--- src/rtl/tcbh_pkg.sv ---
package tcbh_pkg;

	localparam int unsigned CHAR_W      = 7;
	localparam int unsigned CHAIN_BYTES = 16;
	localparam int unsigned BLOCK_BYTES = 32;
	localparam int unsigned IDX_W       = 6;
	localparam int unsigned FILL_W      = 6;

	localparam logic [CHAR_W-1:0] PAD_CHAR = 7'h35;
	localparam logic [CHAR_W-1:0] MAP_BASE = 7'd33;
	localparam logic [8:0]        MAP_MOD  = 9'd92;
	localparam logic [8:0]        MAP_MOD2 = 9'd184;

	localparam logic [IDX_W-1:0]  JOIN_LAST  = 6'd47;
	localparam logic [IDX_W-1:0]  CHAIN_LAST = 6'd15;
	localparam logic [IDX_W-1:0]  BLOCK_OFS  = 6'd16;
	localparam logic [FILL_W-1:0] FILL_LAST  = 6'd31;

	localparam logic [CHAR_W-1:0] INIT_CHAIN [CHAIN_BYTES] = '{
		7'h58, 7'h41, 7'h4C, 7'h53, 7'h4A, 7'h24, 7'h44, 7'h49,
		7'h31, 7'h38, 7'h39, 7'h44, 7'h23, 7'h4B, 7'h4C, 7'h46
	};

	typedef enum logic [3:0] {
		ST_IDLE = 4'b0001,
		ST_SUM  = 4'b0010,
		ST_MIX  = 4'b0100,
		ST_EMIT = 4'b1000
	} tcbh_state_t;

	typedef struct packed {
		logic accept;
		logic sum_start;
		logic sum_step;
		logic mix_start;
		logic mix_step;
		logic mix_done;
		logic emit_start;
		logic emit_step;
		logic emit_done;
	} tcbh_cmd_t;

	typedef struct packed {
		logic join_end;
		logic chain_end;
		logic fill_last;
		logic out_free;
	} tcbh_sts_t;

	// valid only for v < 276
	function automatic logic [CHAR_W-1:0] mod92(input logic [8:0] v);
		logic [8:0] r;
		if (v >= MAP_MOD2) begin
			r = v - MAP_MOD2;
		end else if (v >= MAP_MOD) begin
			r = v - MAP_MOD;
		end else begin
			r = v;
		end
		return r[CHAR_W-1:0];
	endfunction

	function automatic logic [CHAR_W-1:0] map_char(input logic [8:0] v);
		return MAP_BASE + mod92(v);
	endfunction

endpackage

--- src/rtl/toy_chained_block_hash.sv ---
// Chained 32-byte-block toy hash over 7-bit characters.
// Input channel: msg_byte/is_last with in_valid/in_stall. One byte is
// transferred per cycle while the block is filling; is_last marks the final
// byte of a message.
// Output channel: digest_char/digest_last with out_valid/out_stall. After the
// final byte, 16 digest characters follow, digest_last set on the sixteenth.
// Compression of each block runs on one shared step unit: a key-summing pass
// over the 48 joined bytes, then a pair-mixing pass, one joined byte per
// cycle, and the input is stalled throughout. After the final byte has been
// taken and its block compressed, the digest characters follow one per cycle
// while the receiver does not stall.
// The digest sits in an output register: when the receiver stalls, emission
// holds, and the last character can wait there while the next message begins.
// Reset (arst_n low) loads the initial chaining value, empties the block and
// clears the output valid; the block then accepts bytes at once.
module toy_chained_block_hash
	import tcbh_pkg::*;
(
	input  logic              clk,
	input  logic              arst_n,
	input  logic              in_valid,
	output logic              in_stall,
	input  logic [CHAR_W-1:0] msg_byte,
	input  logic              is_last,
	output logic              out_valid,
	input  logic              out_stall,
	output logic [CHAR_W-1:0] digest_char,
	output logic              digest_last
);

	tcbh_cmd_t cmd;
	tcbh_sts_t sts;

	tcbh_ctrl u_ctrl (
		.clk      (clk),
		.arst_n   (arst_n),
		.in_valid (in_valid),
		.is_last  (is_last),
		.in_stall (in_stall),
		.sts      (sts),
		.cmd      (cmd)
	);

	tcbh_datapath u_datapath (
		.clk         (clk),
		.arst_n      (arst_n),
		.cmd         (cmd),
		.sts         (sts),
		.msg_byte    (msg_byte),
		.digest_char (digest_char),
		.digest_last (digest_last),
		.out_valid   (out_valid),
		.out_stall   (out_stall)
	);

endmodule

--- src/rtl/tcbh_ctrl.sv ---
module tcbh_ctrl
	import tcbh_pkg::*;
(
	input  logic      clk,
	input  logic      arst_n,
	input  logic      in_valid,
	input  logic      is_last,
	output logic      in_stall,
	input  tcbh_sts_t sts,
	output tcbh_cmd_t cmd
);

	tcbh_state_t state_q, state_d;
	logic        last_q;

	assign in_stall = (state_q != ST_IDLE);

	always_comb begin
		cmd     = '0;
		state_d = state_q;
		unique case (state_q)
			ST_IDLE: begin
				cmd.accept = in_valid;
				if (in_valid && (is_last || sts.fill_last)) begin
					cmd.sum_start = 1'b1;
					state_d       = ST_SUM;
				end
			end
			ST_SUM: begin
				cmd.sum_step = 1'b1;
				if (sts.join_end) begin
					cmd.mix_start = 1'b1;
					state_d       = ST_MIX;
				end
			end
			ST_MIX: begin
				cmd.mix_step = 1'b1;
				if (sts.join_end) begin
					cmd.mix_done = 1'b1;
					if (last_q) begin
						cmd.emit_start = 1'b1;
						state_d        = ST_EMIT;
					end else begin
						state_d = ST_IDLE;
					end
				end
			end
			ST_EMIT: begin
				// hold while the output register is still occupied
				cmd.emit_step = sts.out_free;
				if (sts.out_free && sts.chain_end) begin
					cmd.emit_done = 1'b1;
					state_d       = ST_IDLE;
				end
			end
			default: begin
				state_d = ST_IDLE;
			end
		endcase
	end

	always_ff @(posedge clk or negedge arst_n) begin
		if (!arst_n) begin
			state_q <= ST_IDLE;
			last_q  <= 1'b0;
		end else begin
			state_q <= state_d;
			if (cmd.accept) begin
				last_q <= is_last;
			end
		end
	end

`ifndef SYNTHESIS
	a_accept_idle: assert property (@(posedge clk) disable iff (!arst_n)
		cmd.accept |-> state_q == ST_IDLE)
		else $error("transfer taken outside idle");

	a_emit_free: assert property (@(posedge clk) disable iff (!arst_n)
		cmd.emit_step |-> sts.out_free)
		else $error("digest char loaded over a pending one");

	a_step_excl: assert property (@(posedge clk) disable iff (!arst_n)
		!(cmd.sum_step && cmd.mix_step))
		else $error("sum and mix steps overlap");

	a_mix_follows_sum: assert property (@(posedge clk) disable iff (!arst_n)
		cmd.mix_start |=> state_q == ST_MIX)
		else $error("mix pass did not start after sum pass");
`endif

endmodule

--- src/rtl/tcbh_datapath.sv ---
module tcbh_datapath
	import tcbh_pkg::*;
(
	input  logic              clk,
	input  logic              arst_n,
	input  tcbh_cmd_t         cmd,
	output tcbh_sts_t         sts,
	input  logic [CHAR_W-1:0] msg_byte,
	output logic [CHAR_W-1:0] digest_char,
	output logic              digest_last,
	output logic              out_valid,
	input  logic              out_stall
);

	logic [CHAR_W-1:0] chain_q [CHAIN_BYTES];
	logic [CHAR_W-1:0] buf_q   [BLOCK_BYTES];
	logic [FILL_W-1:0] fill_q;
	logic [IDX_W-1:0]  idx_q;
	logic [CHAR_W-1:0] acc_q;
	logic [CHAR_W-1:0] xprev_q;
	logic [CHAR_W-1:0] tri_x_q;
	logic [1:0]        tri_cnt_q;
	logic [3:0]        widx_q;
	logic              out_valid_q;
	logic [CHAR_W-1:0] digest_char_q;
	logic              digest_last_q;

	logic [IDX_W-1:0]  b_off;
	logic [CHAR_W-1:0] chain_rd, buf_rd, xv, prev, key, e_val, tri_mix;

	assign b_off    = idx_q - BLOCK_OFS;
	assign chain_rd = chain_q[idx_q[3:0]];
	assign buf_rd   = (b_off >= fill_q) ? PAD_CHAR : buf_q[b_off[4:0]];
	assign xv       = (idx_q < BLOCK_OFS) ? chain_rd : buf_rd;
	assign key      = MAP_BASE + acc_q;
	assign prev     = (idx_q == '0) ? key : xprev_q;
	assign e_val    = map_char({2'b00, prev} + {2'b00, xv}) ^ xv;
	assign tri_mix  = tri_x_q ^ e_val;

	assign sts.join_end  = (idx_q == JOIN_LAST);
	assign sts.chain_end = (idx_q == CHAIN_LAST);
	assign sts.fill_last = (fill_q == FILL_LAST);
	assign sts.out_free  = !out_valid_q || !out_stall;

	assign out_valid   = out_valid_q;
	assign digest_char = digest_char_q;
	assign digest_last = digest_last_q;

	always_ff @(posedge clk) begin
		if (cmd.accept) begin
			buf_q[fill_q[4:0]] <= msg_byte;
		end
		if (cmd.mix_step) begin
			xprev_q <= xv;
		end
		if (cmd.emit_step) begin
			digest_char_q <= chain_rd;
			digest_last_q <= sts.chain_end;
		end
	end

	always_ff @(posedge clk or negedge arst_n) begin
		if (!arst_n) begin
			for (int k = 0; k < CHAIN_BYTES; k++) begin
				chain_q[k] <= INIT_CHAIN[k];
			end
			fill_q      <= '0;
			idx_q       <= '0;
			acc_q       <= '0;
			tri_x_q     <= '0;
			tri_cnt_q   <= '0;
			widx_q      <= '0;
			out_valid_q <= 1'b0;
		end else begin
			if (cmd.mix_done) begin
				fill_q <= '0;
			end else if (cmd.accept) begin
				fill_q <= fill_q + 1'b1;
			end

			if (cmd.sum_start || cmd.mix_start || cmd.emit_start || cmd.mix_done) begin
				idx_q <= '0;
			end else if (cmd.sum_step || cmd.mix_step || cmd.emit_step) begin
				idx_q <= idx_q + 1'b1;
			end

			// keep the running sum reduced so it stays narrow
			if (cmd.sum_start) begin
				acc_q <= '0;
			end else if (cmd.sum_step) begin
				acc_q <= mod92({2'b00, acc_q} + {2'b00, xv});
			end

			if (cmd.mix_start) begin
				tri_x_q   <= '0;
				tri_cnt_q <= '0;
				widx_q    <= '0;
			end else if (cmd.mix_step) begin
				if (tri_cnt_q == 2'd2) begin
					// chain entry already consumed as x, safe to overwrite
					chain_q[widx_q] <= map_char({2'b00, tri_mix});
					tri_x_q         <= '0;
					tri_cnt_q       <= '0;
					widx_q          <= widx_q + 1'b1;
				end else begin
					tri_x_q   <= tri_mix;
					tri_cnt_q <= tri_cnt_q + 1'b1;
				end
			end

			if (cmd.emit_done) begin
				for (int k = 0; k < CHAIN_BYTES; k++) begin
					chain_q[k] <= INIT_CHAIN[k];
				end
			end

			if (cmd.emit_step) begin
				out_valid_q <= 1'b1;
			end else if (!out_stall) begin
				out_valid_q <= 1'b0;
			end
		end
	end

`ifndef SYNTHESIS
	a_fill_range: assert property (@(posedge clk) disable iff (!arst_n)
		fill_q <= FILL_W'(BLOCK_BYTES))
		else $error("fill count past block size");

	a_idx_range: assert property (@(posedge clk) disable iff (!arst_n)
		idx_q <= JOIN_LAST)
		else $error("step index past joined block");
`endif

endmodule

--- config.mk ---
export PLATFORM = sky130hd
export DESIGN_NAME = toy_chained_block_hash
export DESIGN_NICKNAME = d
export VERILOG_FILES = /design/src/rtl/tcbh_pkg.sv /design/src/rtl/toy_chained_block_hash.sv /design/src/rtl/tcbh_ctrl.sv /design/src/rtl/tcbh_datapath.sv
export SDC_FILE = /design/constraint.sdc
export NUM_CORES = 1
export LEC_CHECK = 0
export ABC_AREA = 0
export BUFFER_PORTS_ARGS = -buffer_cell sky130_fd_sc_hd__buf_2
export CAP_MARGIN = 15
export CORE_ASPECT_RATIO = 1.2
export CORE_MARGIN = 4
export CORE_UTILIZATION = 60
export CTS_BUF_LIST = sky130_fd_sc_hd__clkbuf_8
export CTS_CLUSTER_SIZE = 16
export DETAILED_ROUTE_END_ITERATION = 8
export GPL_ROUTABILITY_DRIVEN = 0
export PLACE_DENSITY_LB_ADDON = 0.25
export SYNTH_ARGS = -nofsm -noshare
export SYNTH_HDL_FRONTEND = slang
export SYNTH_SLANG_ARGS = --single-unit
--- constraint.sdc ---
create_clock -name clk -period 10.2 [get_ports clk]
set_input_delay 2.55 -clock clk [delete_from_list [all_inputs] [get_ports clk]]
set_output_delay 2.55 -clock clk [all_outputs]
set_load 0.01 [all_outputs]
Word-level counts from Yosys, hierarchy flattened
Memories as Yosys holds them, arrays and structs flattened. Cells that the tools add are included.

Register bits: 165. Memory bits (writable): 224. Input port bits: 12. Output and inout bits: 10. Word-level logic and storage cells: 151. Memories: 1.

Add/subtract/negate cells: 15. Order comparisons: 10. Equality and inequality tests: 15. Mux-type cells: 55. Bitwise gates (word level): 4. Reduce and logical (&&, ||, !) cells: 23.

Memory list: u_datapath.buf_q (depth 32, bits a word 7, rd ports 1, clocked after memory_dff 0, wr ports 1, line tcbh_datapath.sv:16) `logic [CHAR_W-1:0] buf_q [BLOCK_BYTES];`.

Operators with widths (number): two-way mux 112 bit (4); two-way mux 7 bit (19); bitwise mux 112 bit (1); two-way mux 4 bit (8); binary-select mux 7 bit (select 4 bit) (1); demux 7 bit (select 4 bit) (1); two-way mux 6 bit (4); adder 6 x 7 -> 7 bit (first input constant) (3); subtractor 7 bit (second input constant) (3); adder 7 x 7 -> 8 bit (2); >= comparator 8 x 7 -> 1 bit (second input constant) (2); >= comparator 8 bit (second input constant) (2); case mux 4 bit (4 select lines) (1); two-way mux 2 bit (7); nonzero test 2 bit (7); subtractor 7 x 6 -> 7 bit (second input constant) (2); XOR 7 bit (2); adder 6 x 1 -> 6 bit (second input constant) (2); >= comparator 5 bit (second input constant) (2); inverter 4 -> 5 bit (2); two-way mux 1 bit (8); >= comparator 7 bit (second input constant) (1); logical OR 1 bit (7); equality test 6 x 4 -> 1 bit (second input constant) (1); 23 further kinds (30).

Logic depth before layout (Yosys ltp)
Gate-level depths: netlist of run 1.

Word-level depth: 23. Mapped depth: 36. Gate-level depth less buffers: 29.

Modules after synthesis
A second synthesis of run 1 with hierarchy kept.

Cell total of the unflattened synthesis: 1304. Area total of the unflattened synthesis: 18490.2 µm².

Modules (own cells, without submodules): tcbh_datapath (times used 1, cells each 1271, area each 18134.9 µm², sequential area each 10864.2 µm²); tcbh_ctrl (times used 1, cells each 33, area each 355.3 µm², sequential area each 126.4 µm²).

Least setup slack after synthesis of run 1
Ideal clock, no wire load.

Path kind: flip-flop to flip-flop. From: register u_datapath.idx_q[0]. To: register u_datapath.chain_q[5] in the netlist's numbering. Library setup time: 0.126 ns. Arrival: 6.934 ns. Data required time: 10.074 ns. Setup slack: 3.140 ns. Stages on the path, launching flop included: 35. Path buffers: 6. Period minus slack after synthesis: 7.060 ns. Cell sequence: dfrtp_1 > buf_6 > buf_12 > buf_6 > buf_6 > buf_4 > inv_1 > ha_1 > nand2b_1 > a21oi_1 > o21ai_0 > a311oi_2 > a22oi_2 > inv_1 > ha_1 > a211o_1 > o21ai_2 > xor2_2 > inv_2 > ha_1 > a22o_1 > and4_4 > or2_2 > nor3_1 > xor3_2 > inv_2 > ha_1 > nand2_1 > a21oi_1 > mux2_4 > o2111ai_4 > a2bb2oi_4 > buf_6 > nor4_1 > a311o_1.

Longest elaborated chain between the ends: 23. Elaborated cells between the ends (all ways): 45. Classes of those cells: 7 x add/sub; 5 x order compare; 3 x eq/ne; 21 x mux; 3 x bitwise; 5 x reduce/logical; 1 x memory.

RTL lines: start: declaration (line tcbh_datapath.sv:18) `logic [IDX_W-1:0] idx_q;`; start signal: assignment (line tcbh_datapath.sv:84) `idx_q <= idx_q + 1'b1;`; parallel branches: the longest is 4 deep, another holds memory read (32 x 7 bit); two-way mux 7 bit (*) (line tcbh_datapath.sv:34) `assign xv = (idx_q < BLOCK_OFS) ? chain_rd : buf_rd;`; named net u_datapath.xv[1] (line tcbh_datapath.sv:29) `logic [CHAR_W-1:0] chain_rd, buf_rd, xv, prev, key, e_val, tri_mix;`; adder 7 x 7 -> 8 bit (line tcbh_datapath.sv:37) `assign e_val = map_char({2'b00, prev} + {2'b00, xv}) ^ xv;`; subtractor 7 bit / >= comparator 8 x 7 -> 1 bit (equally long branches) (line tcbh_pkg.sv:56, tcbh_pkg.sv:55); two-way mux 7 bit (line tcbh_pkg.sv:55) `end else if (v >= MAP_MOD) begin`; two-way mux 7 bit (line tcbh_pkg.sv:53) `if (v >= MAP_MOD2) begin`; adder 6 x 7 -> 7 bit (line tcbh_pkg.sv:64) `return MAP_BASE + mod92(v);`; (+5 left out); two-way mux 7 bit (*) (line tcbh_datapath.sv:98) `end else if (cmd.mix_step) begin`; two-way mux 7 bit (*) (line tcbh_datapath.sv:94) `if (cmd.mix_start) begin`; adder 6 x 7 -> 7 bit (*) (line tcbh_pkg.sv:64); bitwise mux 112 bit (*) (line tcbh_datapath.sv:101) `chain_q[widx_q] <= map_char({2'b00, tri_mix});`; two-way mux 112 bit (*) (line tcbh_datapath.sv:99) `if (tri_cnt_q == 2'd2) begin`; two-way mux 112 bit (*) (line tcbh_datapath.sv:98); two-way mux 112 bit (*) (line tcbh_datapath.sv:94); two-way mux 112 bit (*) (line tcbh_datapath.sv:111) `if (cmd.emit_done) begin`; end signal: indexed assignment (line tcbh_datapath.sv:65) `chain_q[k] <= INIT_CHAIN[k];`; end signal: indexed assignment (line tcbh_datapath.sv:101); end signal: indexed assignment (line tcbh_datapath.sv:113) `chain_q[k] <= INIT_CHAIN[k];`; end: declaration (line tcbh_datapath.sv:15) `logic [CHAR_W-1:0] chain_q [CHAIN_BYTES];`.

Mark *: on every way through the listed nets, which the timed path passes. The select of a mux whose other input is x is not followed. A chain may end at the register's enable or synchronous reset.

Worst setup path in the final report of run 1
From: register u_datapath.idx_q[0]. To: register u_datapath.chain_q[80] in the netlist's numbering.

Longest elaborated chain between the ends: 23. Elaborated cells between the ends (all ways): 45. Classes of those cells: 7 x add/sub; 5 x order compare; 3 x eq/ne; 21 x mux; 3 x bitwise; 5 x reduce/logical; 1 x memory.

RTL lines: inverter 4 -> 5 bit (implied by the code) (*) (line tcbh_datapath.sv:32) `assign chain_rd = chain_q[idx_q[3:0]];`; binary-select mux 7 bit (select 4 bit) (*) (line tcbh_datapath.sv:32); two-way mux 7 bit (implied by the code) (*) (2 in a row) (line tcbh_datapath.sv:32); named net u_datapath.chain_rd[1] (line tcbh_datapath.sv:29); two-way mux 7 bit (*) (line tcbh_datapath.sv:34); named net u_datapath.xv[1] (line tcbh_datapath.sv:29); adder 7 x 7 -> 8 bit (line tcbh_datapath.sv:37); subtractor 7 bit / >= comparator 8 x 7 -> 1 bit (equally long branches) (line tcbh_pkg.sv:56, tcbh_pkg.sv:55); (+8 left out); two-way mux 7 bit (*) (line tcbh_datapath.sv:98); two-way mux 7 bit (*) (line tcbh_datapath.sv:94); adder 6 x 7 -> 7 bit (*) (line tcbh_pkg.sv:64); bitwise mux 112 bit (*) (line tcbh_datapath.sv:101); two-way mux 112 bit (*) (line tcbh_datapath.sv:99); two-way mux 112 bit (*) (line tcbh_datapath.sv:98); two-way mux 112 bit (*) (line tcbh_datapath.sv:94); two-way mux 112 bit (*) (line tcbh_datapath.sv:111).

Mark *: on every way through the listed nets, which the timed path passes. The rest lies on a longest branch. The select of a mux whose other input is x is not followed.

==> summary.md, run 1 <==
| Metric | Value |
|---|---|
| Final setup margin | 1.66 ns |
| Max Buffers Root-to-Sink | 3 |
| Clock latency on the worst-skew pair | 0.64 ns |
| # Max-Cap Violations | 0 |
| Seq cells post-synth | 389 |
| Top cells by area, synth | edfxtp_1, dfrtp_1, mux4_2 |
| Initial antenna violation count | 0 |
| Nets | 1416 |
| Clock Root Buffer | clkbuf_8 |
| CP peak stage delay | 1.04 ns |
| Ant. Diodes | 0 |
| Min cycle time layout | 8.54 ns |
| CP max stage cell | dfrtp_4 |
| RSZ-0062 raised after global routing | no |
| Crit. End Element | register |
| Min Hold Slack | 0.496 ns |
| Max Slew Vio Count | 0 |
| Gr ovfl total | 0 |
| Post-synth top cells | edfxtp_1, o21ai_0, dfrtp_1 |
| Largest net degree at the start of global routing | 81 |
| Cell Count, Final, Fillers Out | 1800 |
| Core Area | 0.0307 mm² |
| Die area | 0.0344 mm² |
| Syn. warnings | 0 |
| Pin slew with the least headroom to its limit | 1.09 ns |
| Final TNS setup | 0 ns |
| Syn Nets | 1402 |
| Drt drc | 0 |
| Placed cells | 1690 |
| WP data arrival | 9.09 ns |
| Status | finished clean |
| Number of synthesized flops with an enable pin | 239 |
| First-pass GRT wire length | 65400 µm |
| CTS sink count | 389 |
| Grt met1 use | 33.8% |
| CTS tree | done |
| Hold Vio Cnt, Final | 0 |
| Final antenna-violating net count | 0 |
| Resized Gates After CTS | 0 |
| Port Buffers | 21 |
| Count leader, synth | edfxtp_1 |
| Max Fclk | 117 MHz |
| Fraction of layout cells with a size suffix above 1 | 23.6% |
| Layout area overhead | 7.18% |
| Mapped Area | 0.0189 mm² |
| Gr usage total | 24.2% |
| Worst slack at placement | 1.65 ns |
| Final WL | 40900 µm |
| Total CTS buffers | 59 |
| GRT Max-Usage Layer | met2 |
| Share of Yosys cell area claimed by the top area cell type | 38.0% |
| Vias | 11400 |
| Number of global-route vias before repair | 11400 |
| Setup violations, final | 0 |
| Min-Delay Path Class | register to register |
| Detailed Routing Iterations Pass 1 | 5 |
| Synth cell types | 97 |
| Crit-path most repeated cell | ha_1 |
| Chip width | 170 µm |
| Grt met3 use | 4.36% |
| Synth Flop Type | edfxtp_1 |
| Initial DRC Count | 1077 |
| Avg Inst Size Synth | 14.1 µm² |
| Clk slew on worst S/H paths | 0.06 ns |
| Yosys top cell by area | edfxtp_1 |
| CP Launch Type | register |
| Via density | 6.32 |
| Per-cell routed wire length | 22.7 µm |
| DP HPWL | 26300 µm |
| Max-slew headroom | 26.3% |
| Die Height | 202 µm |
| Cells after synthesis | 1343 |
| Crit path kind | register to register |
| Max FO, Critical Path | 50 |
| Htree depth | 2 |
| WP data required | 10.75 ns |
| Final Cycle Share | 83.8% |
| Met2 Track Usage GR | 39.2% |
| Cell row count | 70 |
| Post-synthesis sequential area ratio | 58.2% |
| Setup bufs post-CTS | 0 |
| Hold_buf cts | 0 |
| Async S/R FF share, synth | 38.6% |
| Starting Density | 61.4% |
| Max Clock Skew | 0.0528 ns |
| I/O pin total | 22 |
sequential cells by signal, indices dropped and copies added, names as in the netlist:
name / flops
u_datapath.xprev_q: 7
u_datapath.idx_q: 6
u_datapath.tri_x_q: 7
u_datapath.widx_q: 4
u_datapath.acc_q: 7
u_datapath.buf_q: 224
u_datapath.digest_last: 1
u_datapath.digest_char: 7
u_datapath.tri_cnt_q: 2
u_ctrl.state_q: 4
u_datapath.fill_q: 6
u_datapath.chain_q: 112
u_ctrl.last_q: 1
u_datapath.out_valid: 1
kinds of logic (layout without fill, tap and decap cells):
| group | count (synthesis) | count (layout) | share of synthesized area [%] |
|---|---|---|---|
| AOI/OAI and AO/OA | 301 | 301 | 11.5 |
| xor gates and xnor gates | 49 | 49 | 2.83 |
| adders and majority gates | 47 | 47 | 3.20 |
| buffers and inverters | 121 | 182 | 3.28 |
| DFF | 389 | 389 | 58.2 |
| muxes | 117 | 117 | 12.9 |
| and+or+nand+nor | 319 | 319 | 8.06 |
path summary, 6_finish.rpt:
check / startpoint / to / slack, ns / cells past startpoint
setup / recovery: u_datapath.idx_q[0]$_DFFE_PN0P_ / u_datapath.chain_q[80]$_DFFE_PN1P_ / 1.66 / 25
hold / removal: u_datapath.chain_q[57]$_DFFE_PN0P_ / u_datapath.chain_q[57]$_DFFE_PN0P_ / 0.50 / 2
setup reg to reg: u_datapath.idx_q[0]$_DFFE_PN0P_ / u_datapath.chain_q[80]$_DFFE_PN1P_ / 1.66 / 25
hold reg to reg: u_datapath.chain_q[57]$_DFFE_PN0P_ / u_datapath.chain_q[57]$_DFFE_PN0P_ / 0.50 / 2
max in group asynchronous: arst_n / u_datapath.idx_q[1]$_DFFE_PN0P_ / 6.74 / 2
min in group asynchronous: arst_n / u_datapath.chain_q[102]$_DFFE_PN0P_ / 1.94 / 1
through the flow:
stage	utilization (%)	instance area (µm²)
2_1_floorplan	-	18900
3_3_place_gp	62.1	19100
3_5_place_dp	62.1	19100
4_1_cts	65.7	20200
5_1_grt	65.8	20200
6_report	65.8	20200
cell type report:
type,count,area [µm²]
multi-input combinational,833,7270
sequential,389,11000
clock buffer,64,881
tap,396,495
clock inverter,44,230
timing repair buffer,32,194
inverter,42,158
fill,2163,10500
critical path: cells and delay by family, from the launching register on:
family                   cells  cell delay, ns
AO/OA/AOI/OAI                9            2.61
XOR/XNOR                     2            0.63
adder cells (fa/ha/maj)      3            0.83
buffers and inverters        4            0.99
flip-flops                   1            1.04
multiplexers                 3            1.40
AND/OR/NAND/NOR              4            0.91
cells in the final DEF, fill, tap and decap left out, types with 11 or more instances in the layout:
master,count
o21ai_1,31
xnor2_1,26
buf_2,20
nor2b_1,13
clkbuf_8,64
nor2_1,88
nor4_1,17
clkinv_1,11
o21ai_0,108
a211oi_1,25
edfxtp_1,239
nand3_1,70
o21ai_2,21
dfstp_2,48
inv_1,64
nand2_1,73
xor2_1,14
mux2_2,12
nor3_1,11
dfrtp_1,100
ha_1,45
buf_4,11
a21oi_1,28
mux4_2,97
a311o_1,11
routing by layer:
layer	routed length, µm	up-vias	part of all wire (%)
li1	-	5206	-
met1	16700	5642	41
met2	20300	437	50
met3	2590	96	6.3
met4	1250	0	3.1
met5	0	-	0
Power of run 1 is not shown: default switching activity piles up to over one toggle a cycle in this logic, so the estimate is an artifact.
==> run 2: changes to the inputs <==
==> constraint.sdc (replaced) <==
create_clock -name clk -period 8.3 [get_ports clk]
set_input_delay 2.075 -clock clk [delete_from_list [all_inputs] [get_ports clk]]
set_output_delay 2.075 -clock clk [all_outputs]
set_load 0.01 [all_outputs]
==> run 2 against run 1 <==
Against the previous run:
- flip-flop and latch count did not move
- utilization increased by 0.68 points
- critical path depth fell by 2
- non-clock buffer count grew 12
- die area is the same
- critical path type unchanged
==> summary.md, run 2 (synthesis results as in run 1) <==
| Metric | Value |
|---|---|
| Fraction of layout cells with a size suffix above 1 | 24.9% (+1.3 points) |
| Max Slew Vio Count | 0 (unchanged) |
| Drt drc | 0 (unchanged) |
| Max Buffers Root-to-Sink | 3 (unchanged) |
| Gr usage total | 24.5% (+0.30 points) |
| Fill count | 2172 (+0.42%) |
| Cell Count, Final, Fillers Out | 1814 (+0.78%) |
| Initial antenna violation count | 0 (unchanged) |
| Ant. Diodes | 0 (unchanged) |
| Min-Delay Path Class | register to register |
| Nets | 1428 (+0.85%) |
| Max Clock Skew | 0.0261 ns (-0.0267 ns) |
| Hold Crit Start | u_datapath.chain_q[57]$_DFFE_PN0P_ |
| WP data arrival | 8.06 ns (-1.03 ns) |
| RSZ-0062 raised after global routing | no |
| CTS tree | done |
| Crit. End Element | register |
| Final antenna-violating net count | 0 (unchanged) |
| Clk slew on worst S/H paths | 0.07 ns (about the same) |
| Number of global-route vias before repair | 11500 (+1.2%) |
| Chip width | 170 µm (unchanged) |
| Final Cycle Share | 91.6% (+7.8 points) |
| Max FO, Critical Path | 28 (-44%) |
| Gr ovfl total | 0 (unchanged) |
| Crit path kind | register to register |
| Register area | 0.0110 mm² (unchanged) |
| Clock Root Buffer | clkbuf_8 |
| Starting Density | 61.4% (unchanged) |
| Setup violations, final | 0 (unchanged) |
| Critical R2R Launch | u_datapath.idx_q[0]$_DFFE_PN0P_ |
| Most frequent cells in the layout | edfxtp_1, o21ai_0, dfrtp_1, mux4_2, nor2_1 |
| Min cycle time layout | 7.60 ns (-0.944 ns) |
| FF-to-FF path depth | 23 (-8.0%) |
| WP data required | 8.76 ns (-1.99 ns) |
| Core Area | 0.0307 mm² (unchanged) |
| Detailed Routing Iterations Pass 1 | 5 (unchanged) |
| Initial DRC Count | 1284 (+19%) |
| Final WL | 42000 µm (+2.8%) |
| Clock latency on the worst-skew pair | 0.63 ns (about the same) |
| Hold Crit Depth | 2 (unchanged) |
| Worst R2R Setup Slack | 0.70 ns (-0.96 ns) |
| Cell row count | 70 (unchanged) |
| Final TNS setup | 0 ns (unchanged) |
| Max Fclk | 132 MHz (+12%) |
| Pin slew with the least headroom to its limit | 1.08 ns (-0.0140 ns) |
| Per-cell routed wire length | 23.2 µm (+2.1%) |
| Die area | 0.0344 mm² (unchanged) |
| Placed cells | 1698 (+0.47%) |
| Htree depth | 2 (unchanged) |
| Max-slew headroom | 28.0% (+1.7 points) |
| Largest net degree at the start of global routing | 77 (-4.9%) |
| Layout area overhead | 8.28% |
| Port Buffers | 21 (unchanged) |
| Worst Hold Endpoint | u_datapath.chain_q[57]$_DFFE_PN0P_ |
| Commonest non-fill, non-tap cell in the layout | edfxtp_1 |
| Vias | 11700 (+2.5%) |
| Hold Vio Cnt, Final | 0 (unchanged) |
| FF-to-FF End | u_datapath.chain_q[101]$_DFFE_PN0P_ |
| First-pass GRT wire length | 66000 µm (+0.92%) |
| Die Height | 202 µm (unchanged) |
| Multi-input combinational cell area | 0.00727 mm² (unchanged) |
| Total CTS buffers | 59 (unchanged) |
| CTS sink count | 389 (unchanged) |
| I/O pin total | 22 (unchanged) |
| Resized Gates After CTS | 0 (unchanged) |
| Status | finished clean |
| Via density | 6.43 (+1.7%) |
| # Max-Cap Violations | 0 (unchanged) |
| DP HPWL | 26900 µm (+2.4%) |
| CP Launch Type | register |
| Max FFs per register | 224 (unchanged) |
[run 2: cell types whose count changed in the layout (fill, tap and decap cells not counted), sizes merged]
cell	previous run	this run
buf	32	44
bufinv	1	2
clkbuf	64	67
clkinv	13	17
clkinvlp	1	2
inv	71	64
[run 2: worst max-delay path, stage by stage, from the launching register on]
cell	delay, ns
dfrtp_4	0.67
buf_12	0.31
mux4_2	0.54
mux4_2	0.53
a22oi_2	0.41
inv_1	0.15
ha_1	0.33
a211o_1	0.32
o21ai_2	0.09
xor2_2	0.28
inv_2	0.13
ha_1	0.23
a22o_1	0.31
and4_4	0.24
or2_2	0.27
nor3_1	0.22
xor3_2	0.39
inv_2	0.14
ha_1	0.24
nand2_1	0.12
o21ai_1	0.22
o21ai_1	0.23
o311ai_4	0.87
o21ai_0	0.21
[run 2: how the worst max path moves through the flow]
stage	slack [ns]	end	depth (start not counted)	start
after floorplan	1.24	u_datapath.chain_q[5]$_DFFE_PN0P_	34	u_datapath.idx_q[0]$_DFFE_PN0P_
after global placement	0.59	u_datapath.chain_q[108]$_DFFE_PN1P_	25	u_datapath.idx_q[0]$_DFFE_PN0P_
after detailed placement	0.39	u_datapath.chain_q[80]$_DFFE_PN1P_	25	u_datapath.idx_q[0]$_DFFE_PN0P_
after CTS	0.37	u_datapath.chain_q[80]$_DFFE_PN1P_	25	u_datapath.idx_q[0]$_DFFE_PN0P_
after global routing	0.22	u_datapath.chain_q[101]$_DFFE_PN0P_	24	u_datapath.idx_q[0]$_DFFE_PN0P_
final	0.70	u_datapath.chain_q[101]$_DFFE_PN0P_	23	u_datapath.idx_q[0]$_DFFE_PN0P_
[run 2: final cells by class]
class / count / area share [%]
multi-input combinational: 833 / 35.6
timing repair buffer: 44 / 1.67
tap: 396 / 2.42
clock inverter: 43 / 1.22
inverter: 42 / 0.772
clock buffer: 67 / 4.51
sequential: 389 / 53.8
[run 2: layer usage]
layer	up-vias	GRT usage, %	part of all wire (%)
met5	-	0	0
met4	0	9.36	3.8
met3	102	3.83	6.0
met2	432	39.3	50
met1	5896	34.3	41
li1	5236	-	-
[run 2: metrics by stage]
| step | utilization (%) | setup slack (ns) | hold slack (ns) | area, µm² |
|---|---|---|---|---|
| after floorplan | - | 1.24 | 0.463 | 18900 |
| after global placement | 62.4 | 0.587 | 0.476 | 19200 |
| after detailed placement | 62.4 | 0.386 | 0.485 | 19200 |
| after CTS | 66.2 | 0.366 | 0.500 | 20300 |
| after global routing | 66.5 | 0.219 | 0.526 | 20400 |
| final | 66.5 | 0.700 | 0.501 | 20400 |
[run 2: timing repair]
item,4_1_cts,5_1_grt
endpoints found under the setup margin,0,16
hold buffers,0,0
setup buffers,0,6
Power of run 2 is left out for the same reason.
==> run 3: changes to the inputs <==
--- a/config.mk
+++ b/config.mk
@@ -7,14 +7,15 @@
 export LEC_CHECK = 0
 export ABC_AREA = 0
 export BUFFER_PORTS_ARGS = -buffer_cell sky130_fd_sc_hd__buf_2
-export CAP_MARGIN = 15
-export CORE_ASPECT_RATIO = 1.2
+export CAP_MARGIN = 30
+export CORE_ASPECT_RATIO = 1.25
 export CORE_MARGIN = 4
 export CORE_UTILIZATION = 60
 export CTS_BUF_LIST = sky130_fd_sc_hd__clkbuf_8
 export CTS_CLUSTER_SIZE = 16
 export DETAILED_ROUTE_END_ITERATION = 8
 export GPL_ROUTABILITY_DRIVEN = 0
+export GPL_TIMING_DRIVEN = 0
 export PLACE_DENSITY_LB_ADDON = 0.25
 export SYNTH_ARGS = -nofsm -noshare
 export SYNTH_HDL_FRONTEND = slang
==> run 3 against run 2 <==
Against the previous run:
- cell area is 2.6% higher
- first-iteration DRC count shrank 20%
- via count grew 2.3%
- largest cell class unchanged
- maximum frequency shrank 4.0%
- die area about the same
- hold slack is essentially flat
- wire length rose by 5.4%
- clock skew up 0.017 ns
==> summary.md, run 3 (synthesis results as in run 1) <==
| Metric | Value |
|---|---|
| Chip width | 167 µm (-1.9%) |
| Clock latency on the worst-skew pair | 0.64 ns (about the same) |
| Layout area overhead | 11.1% |
| Status | finished clean |
| Ant. Diodes | 0 (unchanged) |
| CTS sink count | 389 (unchanged) |
| Htree depth | 2 (unchanged) |
| Final antenna-violating net count | 0 (unchanged) |
| Crit. End Element | register |
| Number of global-route vias before repair | 12100 (+4.9%) |
| Initial antenna violation count | 0 (unchanged) |
| Setup violations, final | 0 (unchanged) |
| I/O pin total | 22 (unchanged) |
| Clock Root Buffer | clkbuf_8 |
| Most frequent cells in the layout | edfxtp_1, o21ai_0, dfrtp_1, mux4_2, nor2_1 |
| Max-slew headroom | 34.1% (+6.1 points) |
| Final Cycle Share | 95.4% (+3.8 points) |
| Min cycle time layout | 7.91 ns (+0.315 ns) |
| Pin slew with the least headroom to its limit | 0.988 ns (-0.0881 ns) |
| Largest net degree at the start of global routing | 94 (+22%) |
| First-pass GRT wire length | 69500 µm (+5.4%) |
| Starting Density | 60.9% (-0.49 points) |
| Detailed Routing Iterations Pass 1 | 5 (unchanged) |
| Vias | 11900 (+2.3%) |
| Crit-path most repeated cell | nand2_1 |
| CP Launch Type | register |
| Per-cell routed wire length | 23.4 µm (+1.2%) |
| Die Height | 206 µm (+2.0%) |
| # Max-Cap Violations | 0 (unchanged) |
| Core Area | 0.0310 mm² (+0.81%) |
| Total CTS buffers | 60 (+1.7%) |
| Initial DRC Count | 1026 (-20%) |
| Max Clock Skew | 0.0430 ns (+0.0169 ns) |
| Max Buffers Root-to-Sink | 3 (unchanged) |
| Port Buffers | 21 (unchanged) |
| RSZ-0062 raised after global routing | no |
| Final WL | 44300 µm (+5.4%) |
| Gr usage total | 26.2% (+1.7 points) |
| Area post-placement | 0.0195 mm² (+1.9%) |
| Via density | 6.32 (-1.8%) |
| Max Fclk | 126 MHz (-4.0%) |
| WP data required | 8.81 ns (+0.05 ns) |
| Max FO, Critical Path | 10 (-64%) |
| Nets | 1493 (+4.6%) |
| Design area | 0.0210 mm² (+2.6%) |
| Crit path kind | register to register |
| Commonest non-fill, non-tap cell in the layout | edfxtp_1 |
| CP max stage cell | mux4_2 |
| Drt drc | 0 (unchanged) |
| CP peak stage delay | 0.54 ns (-0.33 ns) |
| CTS tree | done |
| Min-Delay Path Class | register to register |
| Clk slew on worst S/H paths | 0.06 ns (about the same) |
| Cell row count | 72 (+2.9%) |
| Max Slew Vio Count | 0 (unchanged) |
| Gr ovfl total | 0 (unchanged) |
| Fraction of layout cells with a size suffix above 1 | 25.8% (+0.86 points) |
| Die area | 0.0344 mm² (about the same) |
| Hold Vio Cnt, Final | 0 (unchanged) |
| Max FFs per register | 224 (unchanged) |
| DP HPWL | 31300 µm (+17%) |
| WP data arrival | 8.42 ns (+0.36 ns) |
run 3: cell types whose count changed in the layout (fill, tap and decap cells not counted), moves of 3 or more:
cell	change
clkbuf_4	+3
inv_1	-12
bufinv_16	+6
buf_6	+11
buf_4	-6
clkinv_1	+6
clkbuf_1	+39
buf_1	+5
buf_2	+9
run 3: path summary, 6_finish.rpt:
path                                              startpoint                            endpoint  slack [ns]  depth (start not counted)
max in group asynchronous                             arst_n       u_ctrl.state_q[0]$_DFFE_PN1P_        6.00                          2
max reg2reg                  u_datapath.idx_q[1]$_DFFE_PN0P_  u_datapath.chain_q[19]$_DFFE_PN0P_        0.39                         32
min in group asynchronous                             arst_n  u_datapath.chain_q[25]$_DFFE_PN0P_        1.42                          1
min reg2reg                u_datapath.chain_q[7]$_DFFE_PN0P_   u_datapath.chain_q[7]$_DFFE_PN0P_        0.50                          2
max                          u_datapath.idx_q[1]$_DFFE_PN0P_  u_datapath.chain_q[19]$_DFFE_PN0P_        0.39                         32
min                        u_datapath.chain_q[7]$_DFFE_PN0P_   u_datapath.chain_q[7]$_DFFE_PN0P_        0.50                          2
run 3: stage by stage:
stage	instances	hold slack, ns	TNS, ns	util (%)	setup slack [ns]
after floorplan	1343	0.463	0	-	1.24
after CTS	1886	0.502	0	67.4	0.0744
final	1890	0.501	0	67.7	0.386
after detailed placement	1774	0.489	-24.49	63.1	-0.443
after global routing	1890	0.533	0	67.7	0.0163
after global placement	1771	0.475	-19.38	62.9	-0.369
run 3: final cells by class:
type / instances / area (µm²)
sequential: 389 / 11000
fill: 2200 / 10000
multi-input combinational: 833 / 7310
clock buffer: 66 / 908
tap: 407 / 509
buffer: 77 / 459
clock inverter: 45 / 417
timing repair buffer: 31 / 214
inverter: 42 / 158
run 3: worst max-delay path: cells and delay by family, from the launching register on:
kind	cells	cell delay, ns
buffers and inverters	8	1.75
and+or+nand+nor	10	1.73
adders and majority gates	3	0.78
xor gates and xnor gates	1	0.26
AOI/OAI and AO/OA	7	1.63
DFF	1	0.53
muxes	3	1.08
run 3: layer usage:
| layer | global-route usage, % | wire length, µm | share of wire, % |
|---|---|---|---|
| met1 | 33.3 | 16900 | 38 |
| met2 | 45.6 | 22600 | 51 |
| met3 | 4.42 | 2830 | 6.4 |
| met4 | 10.6 | 1930 | 4.4 |
| met5 | 0 | 0 | 0 |
run 3: repair_timing:
action,CTS,global route
hold buffers,0,0
endpoints found under the setup margin,80,79
endpoints found under the hold margin,0,0
pin swaps,1,2
resized for setup,10,9
buffers inserted,2,5
Power of run 3 is left out for the same reason.
